$ cat src/sv/tsp_pkg.sv
// Shared types and constants for the TLV stream parser.
package tsp_pkg;

  localparam logic [7:0] TYPE_MASK   = 8'h1F;
  localparam logic [4:0] SIZE_MASK   = 5'h03;
  localparam logic [7:0] TAGCTL_MASK = 8'h07;

  localparam logic [2:0] TC_ANON    = 3'd0;
  localparam logic [2:0] TC_CONTEXT = 3'd1;

  localparam logic [1:0] SIZE_EIGHT = 2'd3;

  localparam logic [4:0] TY_SINT     = 5'h00;
  localparam logic [4:0] TY_UINT     = 5'h04;
  localparam logic [4:0] TY_FALSE    = 5'h08;
  localparam logic [4:0] TY_TRUE     = 5'h09;
  localparam logic [4:0] TY_FLOAT    = 5'h0A;
  localparam logic [4:0] TY_UTF8     = 5'h0C;
  localparam logic [4:0] TY_BYTES    = 5'h10;
  localparam logic [4:0] TY_NULL     = 5'h14;
  localparam logic [4:0] TY_STRUCT   = 5'h15;
  localparam logic [4:0] TY_ARRAY    = 5'h16;
  localparam logic [4:0] TY_LIST     = 5'h17;
  localparam logic [4:0] TY_END      = 5'h18;
  localparam logic [4:0] TY_RESERVED = 5'h19;

  typedef enum logic [1:0] {
    RK_HEADER  = 2'd0,
    RK_PAYLOAD = 2'd1,
    RK_ERROR   = 2'd2
  } result_kind_e;

  typedef enum logic [3:0] {
    EK_SINT   = 4'd0,
    EK_UINT   = 4'd1,
    EK_BOOL   = 4'd2,
    EK_UTF8   = 4'd3,
    EK_BYTES  = 4'd4,
    EK_NULL   = 4'd5,
    EK_STRUCT = 4'd6,
    EK_ARRAY  = 4'd7,
    EK_LIST   = 4'd8,
    EK_END    = 4'd9
  } elem_kind_e;

  typedef enum logic [2:0] {
    ERR_NONE      = 3'd0,
    ERR_RESERVED  = 3'd1,
    ERR_TAG_FORM  = 3'd2,
    ERR_LENGTH    = 3'd3,
    ERR_TRUNCATED = 3'd4
  } err_code_e;

  typedef struct packed {
    logic [7:0] stream_byte;
    logic       end_of_stream;
  } in_item_t;

  typedef struct packed {
    result_kind_e result_kind;
    elem_kind_e   element_kind;
    logic         has_context_tag;
    logic [7:0]   tag_number;
    logic [63:0]  scalar_value;
    logic [1:0]   value_size_code;
    logic [31:0]  string_length;
    logic [7:0]   payload_byte;
    err_code_e    error_code;
    logic         element_done;
  } out_item_t;

  typedef struct packed {
    elem_kind_e kind;
    err_code_e  err;
    logic       ctx;
    logic [1:0] size;
    logic       bool_bit;
  } ctrl_dec_t;

endpackage

$ cat src/sv/tsp_ctrl_dec.sv
// Control byte decoder: element kind, tag form, size code and decode errors.
module tsp_ctrl_dec (
  input  logic [7:0]         ctrl_byte_i,
  output tsp_pkg::ctrl_dec_t dec_o
);
  import tsp_pkg::*;

  logic [4:0] typ;
  logic [2:0] tc;

  assign typ = 5'(ctrl_byte_i & TYPE_MASK);
  assign tc  = 3'((ctrl_byte_i >> 5) & TAGCTL_MASK);

  always_comb begin
    dec_o          = '0;
    dec_o.size     = 2'(typ & SIZE_MASK);
    dec_o.ctx      = (tc == TC_CONTEXT);
    dec_o.bool_bit = 1'b0;
    dec_o.kind     = EK_SINT;
    dec_o.err      = ERR_NONE;
    unique case (typ) inside
      [5'h00:5'h03]: dec_o.kind = EK_SINT;
      [5'h04:5'h07]: dec_o.kind = EK_UINT;
      [5'h08:5'h09]: begin
        dec_o.kind     = EK_BOOL;
        dec_o.bool_bit = typ[0];
      end
      [5'h0C:5'h0F]: dec_o.kind = EK_UTF8;
      [5'h10:5'h13]: dec_o.kind = EK_BYTES;
      5'h14:         dec_o.kind = EK_NULL;
      5'h15:         dec_o.kind = EK_STRUCT;
      5'h16:         dec_o.kind = EK_ARRAY;
      5'h17:         dec_o.kind = EK_LIST;
      5'h18:         dec_o.kind = EK_END;
      default:       dec_o.err  = ERR_RESERVED;
    endcase
    if (dec_o.err == ERR_NONE && tc != TC_ANON && tc != TC_CONTEXT) begin
      dec_o.err = ERR_TAG_FORM;
    end
    if (dec_o.err == ERR_NONE && (dec_o.kind == EK_UTF8 || dec_o.kind == EK_BYTES)
        && dec_o.size == SIZE_EIGHT) begin
      dec_o.err = ERR_LENGTH;
    end
  end

endmodule

$ cat src/sv/tsp_engine.sv
// Parser state and the combinational step logic for one stream byte.
module tsp_engine (
  input  logic                clk_i,
  input  logic                rst_ni,
  input  logic                fire_i,
  input  tsp_pkg::in_item_t   item_i,
  output logic                res_valid_o,
  output tsp_pkg::out_item_t  res_o
);
  import tsp_pkg::*;

  localparam logic [2:0] PH_CTRL    = 3'd0;
  localparam logic [2:0] PH_TAG     = 3'd1;
  localparam logic [2:0] PH_VALUE   = 3'd2;
  localparam logic [2:0] PH_LEN     = 3'd3;
  localparam logic [2:0] PH_PAYLOAD = 3'd4;

  logic [2:0]  phase_q, phase_d;
  logic [3:0]  bytes_left_q, bytes_left_d;
  elem_kind_e  kind_q, kind_d;
  logic [1:0]  size_q, size_d;
  logic [8:0]  tag_q, tag_d;
  logic [63:0] acc_q, acc_d;
  logic [31:0] payload_left_q, payload_left_d;
  logic        drop_q, drop_d;

  ctrl_dec_t   dec;
  logic [7:0]  b;
  logic        last;
  logic        emit;
  err_code_e   err;
  logic        at_go;
  elem_kind_e  at_kind;
  logic [8:0]  at_tag;
  logic [1:0]  at_size;
  logic        at_bool;
  logic [3:0]  total;
  logic [2:0]  pos;
  logic [3:0]  bl_new;
  logic [63:0] acc_new;
  logic [31:0] pl_new;

  assign b    = item_i.stream_byte;
  assign last = item_i.end_of_stream;

  tsp_ctrl_dec u_ctrl_dec (
    .ctrl_byte_i (b),
    .dec_o       (dec)
  );

  assign total   = 4'd1 << size_q;
  assign pos     = 3'(total - bytes_left_q);
  assign bl_new  = bytes_left_q - 4'd1;
  assign acc_new = acc_q | (64'(b) << {pos, 3'b000});
  assign pl_new  = payload_left_q - 32'd1;

  always_comb begin
    phase_d        = phase_q;
    bytes_left_d   = bytes_left_q;
    kind_d         = kind_q;
    size_d         = size_q;
    tag_d          = tag_q;
    acc_d          = acc_q;
    payload_left_d = payload_left_q;
    drop_d         = drop_q;
    emit           = 1'b0;
    res_o          = '0;
    err            = ERR_NONE;
    at_go          = 1'b0;
    at_kind        = kind_q;
    at_tag         = tag_q;
    at_size        = size_q;
    at_bool        = acc_q[0];

    if (drop_q) begin
      if (last) begin
        drop_d  = 1'b0;
        phase_d = PH_CTRL;
      end
    end else begin
      unique case (phase_q)
        PH_TAG: begin
          tag_d  = {1'b1, b};
          at_go  = 1'b1;
          at_tag = {1'b1, b};
        end
        PH_VALUE: begin
          acc_d        = acc_new;
          bytes_left_d = bl_new;
          if (bl_new == 4'd0) begin
            emit                  = 1'b1;
            res_o.result_kind     = RK_HEADER;
            res_o.element_kind    = kind_q;
            res_o.has_context_tag = tag_q[8];
            res_o.tag_number      = tag_q[7:0];
            res_o.scalar_value    = acc_new;
            res_o.value_size_code = size_q;
            res_o.element_done    = 1'b1;
            phase_d               = PH_CTRL;
          end
        end
        PH_LEN: begin
          acc_d        = acc_new;
          bytes_left_d = bl_new;
          if (bl_new == 4'd0) begin
            payload_left_d        = acc_new[31:0];
            emit                  = 1'b1;
            res_o.result_kind     = RK_HEADER;
            res_o.element_kind    = kind_q;
            res_o.has_context_tag = tag_q[8];
            res_o.tag_number      = tag_q[7:0];
            res_o.string_length   = acc_new[31:0];
            res_o.element_done    = (acc_new[31:0] == 32'd0);
            phase_d = (acc_new[31:0] == 32'd0) ? PH_CTRL : PH_PAYLOAD;
          end
        end
        PH_PAYLOAD: begin
          payload_left_d        = pl_new;
          emit                  = 1'b1;
          res_o.result_kind     = RK_PAYLOAD;
          res_o.element_kind    = kind_q;
          res_o.has_context_tag = tag_q[8];
          res_o.tag_number      = tag_q[7:0];
          res_o.payload_byte    = b;
          res_o.element_done    = (pl_new == 32'd0);
          if (pl_new == 32'd0) begin
            phase_d = PH_CTRL;
          end
        end
        default: begin
          phase_d = PH_CTRL;
          size_d  = dec.size;
          acc_d   = {63'd0, dec.bool_bit};
          err     = dec.err;
          if (dec.err == ERR_NONE) begin
            kind_d = dec.kind;
            tag_d  = 9'd0;
            if (dec.ctx) begin
              phase_d = PH_TAG;
            end else begin
              at_go   = 1'b1;
              at_kind = dec.kind;
              at_tag  = 9'd0;
              at_size = dec.size;
              at_bool = dec.bool_bit;
            end
          end
        end
      endcase

      if (at_go) begin
        if (at_kind == EK_SINT || at_kind == EK_UINT || at_kind == EK_UTF8
            || at_kind == EK_BYTES) begin
          bytes_left_d = 4'd1 << at_size;
          acc_d        = 64'd0;
          phase_d      = (at_kind == EK_SINT || at_kind == EK_UINT) ? PH_VALUE : PH_LEN;
        end else begin
          emit                  = 1'b1;
          res_o.result_kind     = RK_HEADER;
          res_o.element_kind    = at_kind;
          res_o.has_context_tag = at_tag[8];
          res_o.tag_number      = at_tag[7:0];
          res_o.scalar_value    = {63'd0, (at_kind == EK_BOOL) && at_bool};
          res_o.element_done    = 1'b1;
          phase_d               = PH_CTRL;
        end
      end

      if (err != ERR_NONE) begin
        emit               = 1'b1;
        res_o              = '0;
        res_o.result_kind  = RK_ERROR;
        res_o.error_code   = err;
        res_o.element_done = 1'b1;
        phase_d            = PH_CTRL;
        drop_d             = !last;
      end else if (last) begin
        if (phase_d != PH_CTRL) begin
          emit               = 1'b1;
          res_o              = '0;
          res_o.result_kind  = RK_ERROR;
          res_o.error_code   = ERR_TRUNCATED;
          res_o.element_done = 1'b1;
        end
        phase_d        = PH_CTRL;
        bytes_left_d   = 4'd0;
        payload_left_d = 32'd0;
        drop_d         = 1'b0;
      end
    end
  end

  assign res_valid_o = fire_i && emit;

  always_ff @(posedge clk_i or negedge rst_ni) begin
    if (!rst_ni) begin
      phase_q        <= PH_CTRL;
      bytes_left_q   <= 4'd0;
      kind_q         <= EK_SINT;
      size_q         <= 2'd0;
      tag_q          <= 9'd0;
      acc_q          <= 64'd0;
      payload_left_q <= 32'd0;
      drop_q         <= 1'b0;
    end else if (fire_i) begin
      phase_q        <= phase_d;
      bytes_left_q   <= bytes_left_d;
      kind_q         <= kind_d;
      size_q         <= size_d;
      tag_q          <= tag_d;
      acc_q          <= acc_d;
      payload_left_q <= payload_left_d;
      drop_q         <= drop_d;
    end
  end

endmodule

$ cat src/sv/tlv_stream_parser_core.sv
// TLV parser: one byte in per cycle unless stalled; element headers, payload bytes and errors out.
// Takes one byte of a TLV stream per transfer and returns at most one result per byte: an
// element header once the control byte, any context tag and any integer value or length
// prefix are in, one result per string payload byte, or an error. The sustained rate is one
// byte per cycle while the output register is not stalled; while a byte sits in the input
// register, the parser state is updated in a single step, and its result appears from the
// output register the next cycle. A stalled output register holds the byte in the input
// register, and the input takes a new byte whenever that register empties in the same cycle.
module tlv_stream_parser_core (
  input  logic               clk_i,
  input  logic               rst_ni,
  input  logic               in_valid_i,
  output logic               in_ready_o,
  input  tsp_pkg::in_item_t  in_item_i,
  output logic               out_valid_o,
  input  logic               out_ready_i,
  output tsp_pkg::out_item_t out_item_o
);
  import tsp_pkg::*;

  logic      in_valid_q;
  in_item_t  in_item_q;
  logic      out_valid_q;
  out_item_t out_item_q;
  logic      proc;
  logic      res_valid;
  out_item_t res;

  assign proc       = in_valid_q && (!out_valid_q || out_ready_i);
  assign in_ready_o = !in_valid_q || proc;

  always_ff @(posedge clk_i or negedge rst_ni) begin
    if (!rst_ni) begin
      in_valid_q <= 1'b0;
    end else if (in_valid_i && in_ready_o) begin
      in_valid_q <= 1'b1;
    end else if (proc) begin
      in_valid_q <= 1'b0;
    end
  end

  always_ff @(posedge clk_i) begin
    if (in_valid_i && in_ready_o) begin
      in_item_q <= in_item_i;
    end
  end

  tsp_engine u_engine (
    .clk_i       (clk_i),
    .rst_ni      (rst_ni),
    .fire_i      (proc),
    .item_i      (in_item_q),
    .res_valid_o (res_valid),
    .res_o       (res)
  );

  always_ff @(posedge clk_i or negedge rst_ni) begin
    if (!rst_ni) begin
      out_valid_q <= 1'b0;
    end else if (res_valid) begin
      out_valid_q <= 1'b1;
    end else if (out_ready_i) begin
      out_valid_q <= 1'b0;
    end
  end

  always_ff @(posedge clk_i) begin
    if (res_valid) begin
      out_item_q <= res;
    end
  end

  assign out_valid_o = out_valid_q;
  assign out_item_o  = out_item_q;

  a_in_lands: assert property (@(posedge clk_i) disable iff (!rst_ni)
    in_valid_i && in_ready_o |=> in_valid_q)
    else $error("accepted byte not held in input register");

  a_no_overwrite: assert property (@(posedge clk_i) disable iff (!rst_ni)
    res_valid |-> !out_valid_q || out_ready_i)
    else $error("result written over an untaken result");

  a_error_done: assert property (@(posedge clk_i) disable iff (!rst_ni)
    out_valid_o && out_item_o.result_kind == RK_ERROR |->
      out_item_o.element_done && out_item_o.error_code != ERR_NONE)
    else $error("error result without code or completion");

  a_payload_string: assert property (@(posedge clk_i) disable iff (!rst_ni)
    out_valid_o && out_item_o.result_kind == RK_PAYLOAD |->
      out_item_o.element_kind == EK_UTF8 || out_item_o.element_kind == EK_BYTES)
    else $error("payload result outside a string element");

endmodule
$ cat config.mk
export PLATFORM = sky130hd
export DESIGN_NAME = tlv_stream_parser_core
export DESIGN_NICKNAME = d
export VERILOG_FILES = /design/src/sv/tsp_pkg.sv /design/src/sv/tsp_ctrl_dec.sv /design/src/sv/tsp_engine.sv /design/src/sv/tlv_stream_parser_core.sv
export SDC_FILE = /design/constraint.sdc
export NUM_CORES = 1
export LEC_CHECK = 0
export BUFFER_PORTS_ARGS = -buffer_cell sky130_fd_sc_hd__buf_2
export CAP_MARGIN = 10
export CORE_MARGIN = 2
export CORE_UTILIZATION = 64
export DETAILED_ROUTE_END_ITERATION = 16
export GPL_TIMING_DRIVEN = 0
export PLACE_DENSITY_LB_ADDON = 0.25
export SETUP_SLACK_MARGIN = 0.02
export SKIP_CTS_REPAIR_TIMING = 1
export SYNTH_ARGS = -nofsm -noshare
export SYNTH_HDL_FRONTEND = slang
export SYNTH_SLANG_ARGS = --single-unit
$ cat constraint.sdc
create_clock -name clk_i -period 15.52 [get_ports clk_i]
set_input_delay 2.328 -clock clk_i [delete_from_list [all_inputs] [get_ports clk_i]]
set_output_delay 2.328 -clock clk_i [all_outputs]
set_load 0.01 [all_outputs]
=== Word level (Yosys, flattened, before mapping) ===
Index checks and enable logic that the tools add are counted.

* Shift operators: 3
* Equal/unequal tests: 19
* Reduce and logical (&&, ||, !) cells: 46
* $add $sub $neg: 3
* Mux-type cells: 86
* Magnitude comparators: 10
* Bitwise logic cells: 4

{| class="wikitable"
|+ Operator list
! kind !! number
|-
| two-way mux 125 bit || 3
|-
| two-way mux 32 bit || 5
|-
| two-way mux 79 bit || 2
|-
| two-way mux 64 bit || 2
|-
| one-hot mux 64 bit (2 select lines) || 1
|-
| two-way mux 78 bit || 1
|-
| two-way mux 66 bit || 1
|-
| zero test 32 bit || 2
|-
| OR 64 bit || 1
|-
| one-hot mux 32 bit (2 select lines) || 1
|-
| << shifter 8 x 6 -> 64 bit || 1
|-
| two-way mux 3 bit || 16
|-
| one-hot mux 14 bit (3 select lines) || 1
|-
| two-way mux 4 bit || 9
|-
| one-hot mux 4 bit (9 select lines) || 1
|-
| one-hot mux 9 bit (2 select lines) || 2
|-
| subtractor 32 x 1 -> 32 bit, second input constant || 1
|-
| two-way mux 1 bit || 28
|-
| two-way mux 9 bit || 3
|-
| == test 5 bit, second input constant || 5
|-
| logical AND 1 bit || 13
|-
| two-way mux 13 bit || 1
|-
| == test 4 x 2 -> 1 bit, second input constant || 3
|-
| one-hot mux 3 bit (4 select lines) || 1
|-
| 38 further kinds || 67
|}

* Output and inout port bits: 127
* Input bits: 13
* Flip-flop bits (word level): 255
* Logic and storage cells: 194

=== Depth between registers and ports, before layout ===
Gate-level depths: netlist of run 1.

* Word-level depth: 30
* Gate-level depth with buffers: 15
* Gate-level depth less buffers: 12

=== Cells and area by module ===
From an unflattened synthesis of run 1, not the netlist that was laid out.

* Cell total of the unflattened synthesis: 1,227
* Area total of the unflattened synthesis: 12,503.2 sq um

{| class="wikitable"
|+ By module, submodules not included
! module !! cells an instance !! area an instance (sq um) !! sequential area each (sq um) !! instances
|-
| tsp_engine || 1,047 || 8,110.3 || 2,977.9 || 1
|-
| tlv_stream_parser_core || 142 || 4,127.7 || 4,073.9 || 1
|-
| tsp_ctrl_dec || 38 || 265.3 || 0.0 || 1
|}

=== Worst setup path after synthesis of run 1 ===
No wires, ideal clock.

* Path kind: in2reg
* Start: input port out_ready_i
* End: register out_valid_q (netlist: out_valid_o)
* Required time: 15,416 ps
* Data arrival time: 9,523 ps
* Cell stages on the path: 6
* Slack: 5,894 ps
* Buffers on the path: 1
* Library setup time: 104 ps
* Path through: nand2b_1 > and2_1 > nand2b_1 > clkbuf_1 > a21oi_1 > or2_2

* Cells in the longest elaborated chain, start to end: 4
* Elaborated cells between the ends (all ways): 5
* Those cells by class: 1 x mux; 4 x reduce/logical

{| class="wikitable"
|+ RTL lines
! element !! line !! source
|-
| start: declaration || tlv_stream_parser_core.sv:16 || <nowiki>input logic out_ready_i,</nowiki>
|-
| logical OR 1 bit * || tlv_stream_parser_core.sv:29 || <nowiki>assign proc = in_valid_q && (!out_valid_q || out_ready_i);</nowiki>
|-
| logical AND 1 bit * || tlv_stream_parser_core.sv:29 ||
|-
| logical AND 1 bit * || tsp_engine.sv:193 || <nowiki>assign res_valid_o = fire_i && emit;</nowiki>
|-
| named net res_valid || tlv_stream_parser_core.sv:26 || <nowiki>logic res_valid;</nowiki>
|-
| two-way mux 1 bit / nonzero test 2 bit (equally long branches) || -- ||
|-
| end signal: assignment || tlv_stream_parser_core.sv:59 || <nowiki>out_valid_q <= 1'b0;</nowiki>
|-
| end signal: assignment || tlv_stream_parser_core.sv:61 || <nowiki>out_valid_q <= 1'b1;</nowiki>
|-
| end signal: assignment || tlv_stream_parser_core.sv:63 || <nowiki>out_valid_q <= 1'b0;</nowiki>
|-
| end: declaration || tlv_stream_parser_core.sv:23 || <nowiki>logic out_valid_q;</nowiki>
|}

The timed path passes the listed nets; every way through them passes the cells marked *.
A chain may end at the register's enable or synchronous reset.

=== Worst setup path in the final report of run 1 ===
* Start: input port out_ready_i
* End: output port in_ready_o

* Cells in the longest elaborated chain, start to end: 3

{| class="wikitable"
|+ RTL lines
! element !! line !! source
|-
| logical OR 1 bit || tlv_stream_parser_core.sv:29 ||
|-
| logical AND 1 bit || tlv_stream_parser_core.sv:29 ||
|-
| logical OR 1 bit || tlv_stream_parser_core.sv:30 || <nowiki>assign in_ready_o = !in_valid_q || proc;</nowiki>
|-
| end: declaration || tlv_stream_parser_core.sv:13 || <nowiki>output logic in_ready_o,</nowiki>
|}

No other way between the ends.

==> results of run 1 <==
==> cells in the mapped netlist, types with 7 or more instances <==
| cell | number |
|---|---|
| nor2_1 | 159 |
| edfxtp_1 | 134 |
| dfrtp_1 | 121 |
| clkbuf_1 | 98 |
| o21ai_0 | 93 |
| a21oi_1 | 90 |
| nand2_1 | 69 |
| nor3_1 | 39 |
| a31oi_1 | 38 |
| o21a_1 | 32 |
| nor4_2 | 27 |
| inv_1 | 22 |
| nand2b_1 | 22 |
| nor4_1 | 15 |
| nor4b_2 | 14 |
| a22oi_1 | 13 |
| nor3b_1 | 13 |
| nand3_1 | 12 |
| or4_1 | 12 |
| a22o_1 | 11 |
| a41oi_1 | 11 |
| nor2b_1 | 11 |
| a221oi_1 | 10 |
| and2_1 | 10 |
| mux2i_1 | 10 |
| nand4_1 | 10 |
| buf_6 | 8 |
| o22ai_1 | 8 |
| a21o_1 | 7 |
| nand3b_1 | 7 |
| o31ai_1 | 7 |
==> final cells by class <==
class	count	area, um2
clock buffers	34	712
repair buffers	145	822
inverters	24	90.1
well taps	265	332
fillers	1375	4670
flip-flops and latches	255	7050
clock inverters	16	199
plain buffers	112	482
multi-input cells	853	5300
==> final timing paths <==
| kind | from | endpoint | cells past startpoint | slack (ns) |
|---|---|---|---|---|
| hold reg to reg | u_engine.acc_q[51] | u_engine.acc_q[51] | 2 | 0.50 |
| setup / recovery | out_ready_i | in_ready_o | 4 | 10.40 |
| setup reg to reg | u_engine.size_q[0] | out_item_o[30] | 15 | 10.73 |
| min in group asynchronous | rst_ni | u_engine.payload_left_q[31] | 1 | 1.66 |
| hold / removal | u_engine.acc_q[51] | u_engine.acc_q[51] | 2 | 0.50 |
| max in group asynchronous | rst_ni | u_engine.acc_q[61] | 2 | 13.06 |
==> metrics by stage <==
stage / utilization, % / hold WS, ns / area [um2]
2_1_floorplan: - / 0.463 / 12900
4_1_cts: 76.3 / 0.495 / 15000
5_1_grt: 76.3 / 0.511 / 15000
3_5_place_dp: 71.6 / 0.481 / 14100
6_report: 76.3 / 0.497 / 15000
3_3_place_gp: 70.9 / 0.474 / 13900
==> state kept, by name, indices dropped and copies added, names as in the netlist <==
register	flops
in_item_q	9
out_valid_o	1
u_engine.drop_q	1
u_engine.tag_q	9
u_engine.phase_q	3
u_engine.payload_left_q	32
out_item_o	125
u_engine.kind_q	4
u_engine.bytes_left_q	4
u_engine.acc_q	64
u_engine.size_q	2
in_valid_q	1
==> worst max-delay path, stage by stage <==
cell and delay, ns:
buf_2 0.10, nor2b_1 0.12, nand2_1 0.09, buf_2 0.15
==> power breakdown <==
group          internal (mW)  leakage [nW]  switching (mW)
Sequential             0.790          2.95          0.0354
Combinational          0.153          2.29           0.394
Clock                  0.393         0.442           0.272
==> routing by layer <==
metal	share of wire, %	vias to the layer above
li1	-	5019
met1	39	5523
met2	44	832
met3	11	163
met4	5.5	0
met5	0	-
==> cell families (layout without fill, tap and decap cells) <==
group	after synthesis	after routing	synth area share, %
compound gates	373	373	18.6
flops	255	255	54.6
buf+inv	136	331	4.43
simple gates	455	455	20.2
xor+xnor	7	7	0.475
mux	12	12	0.950
fa+ha+maj	6	6	0.640
==> results.yml, run 1 <==
timing:
  slew_headroom_pct: 19.9
  finalSetupViolCount: 0
  fin_skew_ns: 0.0278
  finalHoldViolations: 0
  tns_ns: 0
  min_period_over_period_pct: 33.0
  slew_violations: 0
  fmax_mhz: 195
  worst_pin_slew_ns: 1.19
  grt_setup_unrepaired: "false"
  worst_slack_ns: 10.40
  fin_crit_ns: 5.12
pwr:
  peakVddDrop_uv: 99.6
  p_leak_nw: 5.68
  finalPower_mw: 2.04
  cellPowerDensity_mw_per_mm2: 136
floorplan:
  coreArea_mm2: 0.0197
  die_h_um: 146
  die_area_mm2: 0.0213
  num_rows: 51
  die_x_um: 146
  ios: 140
  start_util_pct: 65.7
global_routing:
  antenna_found_initial: 0
  gr-max-usage-layer: "met2"
  grt_max_degree: 92
  grt_first_pass_wirelength_um: 61500
  met1_usage_pct: 52.8
  grt_usage_pct: 37.0
  grtUsageMet3_pct: 7.41
  met2_usage_pct: 55.1
  grt_overflow: 0
  grt_pass1_vias: 10893
logic_synthesis:
  synth.cell_area_mm2: 0.0129
  synth-edff-count: 134
  syn_nets: 1263
  yosys_warnings: 0
  synth_area_leaders: "edfxtp_1 31%, dfrtp_1 23%, nor2_1 4.6%"
  synth-seq-area-share_pct: 54.6
  synth_cells: 1244
  yosysTopAreaCellShare_pct: 31.2
  synth-async-reset-ratio_pct: 47.5
  avgSynthCellArea_um2: 10.4
  synth_area_leader_cell: "edfxtp_1"
  yosys_most_used_dff: "edfxtp_1"
  synth_seq_cells: 255
  synthDistinctLibCells: 79
run:
  drv_cap: 0
final_layout:
  stdcell_count: 1704
  final_cell_mix: "159 x nor2_1, 140 x buf_2, 134 x edfxtp_1"
  antennaDiodeCount: 0
  nets: 1437
  final_common_cell: "nor2_1"
  drive_gt1_share_pct: 17.9
  area_growth_pct: 16.1
cts:
  clock_latency_ns: 0.55
  cts_buffer_depth: 3
  cts_buffers: 27
  clock_sinks: 255
  root_buffer: "clkbuf_16"
  clkTransAtPathRegs_ns: 0.06
  cts_tree: "yes"
  h-tree-depth: 1
worst_setup_path:
  worst-endpoint-arrival_ns: 2.79
  cp.required_ns: 13.19
  crit_fanout: 3
  cp-end-kind: "output pin"
  path_class: "input pin to output pin"
  critPathLaunchType: "input pin"
routing:
  first_pass_iters: 6
  routed_wl_um: 39900
  dr.first_iter.drc_count: 1565
  wire_per_inst_um: 23.4
  vias: 11537
  viasPerCell: 6.77
  drc: 0
  postRouteAntennaNets: 0
worst_hold_path:
  hold_path.class: "register to register"
placement:
  hpwl_um: 28000
  globalplace.congestion: 1.01
  placed_cells: 1654
  io_buffers: 139
  pre_cts_ws_ns: 10.40
outcome:
  status: "finished clean"
Power figures use the tool's default switching activity.
==> run 2, diff against run 1 <==
--- a/config.mk
+++ b/config.mk
@@ -8,7 +8,7 @@
 export BUFFER_PORTS_ARGS = -buffer_cell sky130_fd_sc_hd__buf_2
 export CAP_MARGIN = 10
 export CORE_MARGIN = 2
-export CORE_UTILIZATION = 64
+export CORE_UTILIZATION = 54
 export DETAILED_ROUTE_END_ITERATION = 16
 export GPL_TIMING_DRIVEN = 0
 export PLACE_DENSITY_LB_ADDON = 0.25
==> constraint.sdc (replaced) <==
create_clock -name clk_i -period 4.1 [get_ports clk_i]
set_input_delay 0.615 -clock clk_i [delete_from_list [all_inputs] [get_ports clk_i]]
set_output_delay 0.615 -clock clk_i [all_outputs]
set_load 0.01 [all_outputs]
==> run 2 against run 1 <==
  * Clock-buffer cell count is 1 higher
  * Total power grew to 3.9 times the previous value
  * Via count is 1.6% lower
  * Cell area is 1.9% higher
  * Sequential cell count stayed put
  * Critical path type is now register to register
==> results.yml, run 2 (synthesis results as in run 1) <==
worst_setup_path:
  critPathTopFamily: "simple AND/OR/NAND/NOR gates"
  path_class: "register to register"
  crit_slowest_cell: "or4_4"
  worst-endpoint-arrival_ns: 4.30
  cp.required_ns: 4.43
  path_buf_inv: 4
  max_stage_delay_ns: 0.62
  cp-end-kind: "register"
  crit_fanout: 10
  crit_chain: "clkbuf_1, or3_1, clkbuf_1, or4_1, xor2_1, o211ai_1, or4_4, o311a_1, buf_6, buf_6, nor4_2"
  critPathLaunchType: "register"
worst_hold_path:
  hold_path.class: "input pin to register"
timing:
  worst_pin_slew_ns: 1.13
  slew_headroom_pct: 23.9
  finalSetupViolCount: 0
  min_period_over_period_pct: 96.9
  fin_crit_ns: 3.97
  hold-worst-slack_ns: 0.244
  fin_skew_ns: 0.0102
  worst_slack_ns: 0.126
  grt_setup_unrepaired: "true"
  fmax_mhz: 252
  slew_violations: 0
  tns_ns: 0
  finalHoldViolations: 0
pwr:
  cellPowerDensity_mw_per_mm2: 519
  finalPower_mw: 7.92
  peakVddDrop_uv: 392
  p_leak_nw: 5.76
routing:
  vias: 11352
  postRouteAntennaNets: 0
  first_pass_iters: 6
  viasPerCell: 6.46
  wire_per_inst_um: 22.9
  routed_wl_um: 40300
  dr.first_iter.drc_count: 1243
  drc: 0
cts:
  cts_tree: "yes"
  root_buffer: "clkbuf_16"
  clkTransAtPathRegs_ns: 0.06
  h-tree-depth: 1
  cts_buffer_depth: 3
  clock_latency_ns: 0.55
  cts_buffers: 27
  clock_sinks: 255
final_layout:
  largest_reg_flops: 125
  nets: 1436
  area_growth_pct: 18.2
  final_cell_mix: "159 x nor2_1, 139 x buf_2, 134 x edfxtp_1"
  drive_gt1_share_pct: 20.0
  antennaDiodeCount: 0
  final_common_cell: "nor2_1"
floorplan:
  start_util_pct: 55.0
  die_area_mm2: 0.0252
  ios: 140
  num_rows: 56
  die_x_um: 159
  coreArea_mm2: 0.0235
  die_h_um: 159
placement:
  globalplace.congestion: 0.963
  io_buffers: 139
  pre_cts_ws_ns: -0.493
  hpwl_um: 28700
global_routing:
  grt_usage_pct: 31.8
  grtUsageMet3_pct: 8.17
  met1_usage_pct: 44.4
  met2_usage_pct: 47.1
  grt_overflow: 0
  gr-max-usage-layer: "met2"
  antenna_found_initial: 0
  grt_first_pass_wirelength_um: 60500
  grt_pass1_vias: 10554
  grt_max_degree: 91
run:
  drv_cap: 0
outcome:
  status: "finished clean"
-- run 2: worst paths after layout --
| path | slack [ns] | end | from | cells past startpoint |
|---|---|---|---|---|
| worst max-delay path | 0.13 | out_item_o[15] | u_engine.payload_left_q[4] | 11 |
| worst min-delay path | 0.24 | in_item_q[5] | in_item_i[5] | 1 |
| worst max register to register | 0.13 | out_item_o[15] | u_engine.payload_left_q[4] | 11 |
| worst min register to register | 0.49 | u_engine.acc_q[42] | u_engine.acc_q[42] | 2 |
| max in group asynchronous | 2.76 | u_engine.tag_q[0] | rst_ni | 3 |
| min in group asynchronous | 0.53 | u_engine.payload_left_q[21] | rst_ni | 2 |
-- run 2: metal layers --
metal | vias up | wire length [um] | part of all wire (%)
met1 | 5499 | 16500 | 41
met5 | - | 0 | 0
met3 | 109 | 4120 | 10
met2 | 708 | 18000 | 45
li1 | 5036 | - | -
met4 | 0 | 1750 | 4.3
-- run 2: where the power goes --
part / leakage [nW] / internal [mW] / switching, mW
sequential: 2.95 / 2.99 / 0.130
clock: 0.452 / 1.54 / 1.04
combinational: 2.36 / 0.639 / 1.57
-- run 2: layout make-up --
| class | count | area, um2 |
|---|---|---|
| fill | 1887 | 8210 |
| sequential | 255 | 7050 |
| multi-input combinational | 853 | 5440 |
| timing repair buffer | 147 | 870 |
| clock buffer | 35 | 746 |
| buffer | 109 | 479 |
| tap | 319 | 399 |
| clock inverter | 15 | 191 |
| inverter | 24 | 90.1 |
-- run 2: stage by stage --
step | area [um2] | utilization, % | cells
after global routing | 15300 | 65.0 | 1757
final | 15300 | 65.0 | 1757
after CTS | 15100 | 64.4 | 1758
after floorplan | 12900 | - | 1244
after detailed placement | 14200 | 60.4 | 1708
after global placement | 14000 | 59.7 | 1702
==> run 3, diff against run 2 <==
--- a/config.mk
+++ b/config.mk
@@ -7,8 +7,10 @@
 export LEC_CHECK = 0
 export BUFFER_PORTS_ARGS = -buffer_cell sky130_fd_sc_hd__buf_2
 export CAP_MARGIN = 10
+export CELL_PAD_IN_SITES_DETAIL_PLACEMENT = 1
+export CELL_PAD_IN_SITES_GLOBAL_PLACEMENT = 2
 export CORE_MARGIN = 2
-export CORE_UTILIZATION = 54
+export CORE_UTILIZATION = 35
 export DETAILED_ROUTE_END_ITERATION = 16
 export GPL_TIMING_DRIVEN = 0
 export PLACE_DENSITY_LB_ADDON = 0.25
==> run 3 against run 2 <==
  * Worst setup slack better by 0.026 ns
  * Critical path type unchanged
  * Clock-buffer cell count decreased by 1
  * Largest cell class unchanged
  * Critical endpoint is now out_item_o[3]
  * Fmax is 0.66% higher
  * Largest power group unchanged
==> results.yml, run 3 (synthesis results as in run 1) <==
outcome:
  status: "finished clean"
global_routing:
  grt_first_pass_wirelength_um: 72400
  grt_usage_pct: 24.7
  antenna_found_initial: 0
  grt_overflow: 0
  grt_max_degree: 87
  grt_pass1_vias: 11399
cts:
  clkTransAtPathRegs_ns: 0.06
  root_buffer: "clkbuf_16"
  h-tree-depth: 1
  cts_tree: "yes"
  cts_buffers: 30
  clock_sinks: 255
  cts_buffer_depth: 3
  clock_latency_ns: 0.58
routing:
  first_pass_iters: 5
  postRouteAntennaNets: 0
  drc: 0
  routed_wl_um: 47500
  dr.first_iter.drc_count: 831
  vias: 11164
  viasPerCell: 5.84
  wire_per_inst_um: 24.9
floorplan:
  start_util_pct: 35.4
  die_h_um: 196
  die_area_mm2: 0.0384
  ios: 140
  coreArea_mm2: 0.0364
  die_x_um: 196
  num_rows: 70
placement:
  globalplace.congestion: 0.859
  io_buffers: 139
  hpwl_um: 34100
  dpl-instance-area_mm2: 0.0144
  pre_cts_ws_ns: -0.623
final_layout:
  area_growth_pct: 21.3
  drive_gt1_share_pct: 20.4
  nets: 1439
  final_cell_mix: "159 x nor2_1, 139 x buf_2, 134 x edfxtp_1"
  antennaDiodeCount: 0
  multiInputGateArea_mm2: 0.00550
  nFillCells: 4090
  finalInstanceArea_mm2: 0.0157
  largest_reg_flops: 125
  regArea_mm2: 0.00705
  final_common_cell: "nor2_1"
worst_setup_path:
  path_class: "register to register"
  cp.required_ns: 4.35
  cp-end-kind: "register"
  critPathLaunchType: "register"
  worst-endpoint-arrival_ns: 4.20
  crit_fanout: 10
timing:
  finalHoldViolations: 0
  slew_headroom_pct: 18.2
  fin_crit_ns: 3.95
  worst_slack_ns: 0.152
  worst_pin_slew_ns: 1.22
  finalSetupViolCount: 0
  min_period_over_period_pct: 96.3
  slew_violations: 0
  grt_setup_unrepaired: "false"
  fin_skew_ns: 0.0232
  hold-worst-slack_ns: 0.218
  fmax_mhz: 253
worst_hold_path:
  hold_path.class: "input pin to register"
pwr:
  p_leak_nw: 5.84
  cellPowerDensity_mw_per_mm2: 531
  peakVddDrop_uv: 352
run:
  drv_cap: 0
-- run 3: changes by cell type in the layout (fill, tap and decap cells not counted), sizes merged --
cell    change
a21oi       +1
buf         +3
bufinv      +3
clkbuf      -5
clkinv      +6
inv         -2
-- run 3: path summary, 6_finish.rpt --
path,from,endpoint,slack (ns),cells past startpoint
hold / removal,in_item_i[3],in_item_q[3],0.22,1
min in group asynchronous,rst_ni,u_engine.payload_left_q[13],0.55,2
setup reg to reg,u_engine.phase_q[2],out_item_o[3],0.15,10
setup / recovery,u_engine.phase_q[2],out_item_o[3],0.15,10
hold reg to reg,u_engine.acc_q[32],u_engine.acc_q[32],0.50,2
max in group asynchronous,rst_ni,u_engine.tag_q[3],2.71,3
-- run 3: report_power, final --
part / total [mW] / internal (mW) / switching (mW)
sequential: 3.12 / 2.99 / 0.129
combinational: 2.24 / 0.650 / 1.59
clock: 2.95 / 1.81 / 1.14
-- run 3: metal layers --
layer	track usage, %	vias up	wire length, um
met2	40.2	295	22200
met3	3.01	59	2210
li1	-	5031	-
met1	35.1	5779	22000
met5	0	-	0
met4	5.84	0	1060
-- run 3: cell type report --
cell class              count  area share (%)
plain buffers             104            2.96
clock buffers              34            4.95
clock inverters            22            2.05
inverters                  24           0.575
multi-input cells         854            35.1
flip-flops and latches    255            45.0
well taps                 468            3.74
repair buffers            151            5.61
-- run 3: worst max-delay path: stages (launching register included) --
cell,delay (ns)
dfrtp_1,0.37
clkbuf_1,0.21
or3_1,0.47
and2_1,0.18
clkbuf_1,0.18
a31o_2,0.30
nand2b_1,0.08
clkbuf_1,0.30
clkbuf_1,0.61
clkbuf_1,0.74
a21oi_1,0.19
-- run 3: per-stage QoR --
step / cells / TNS [ns] / power (mW) / utilization, %
floorplan: 1244 / 0 / 4.38 / -
finish: 1912 / 0 / 8.31 / 43.0
global placement: 1851 / -188.34 / 5.21 / 39.0
global route: 1912 / 0 / 8.67 / 43.0
detailed placement: 1857 / -21.99 / 5.26 / 39.4
CTS: 1913 / -25.52 / 8.23 / 42.4
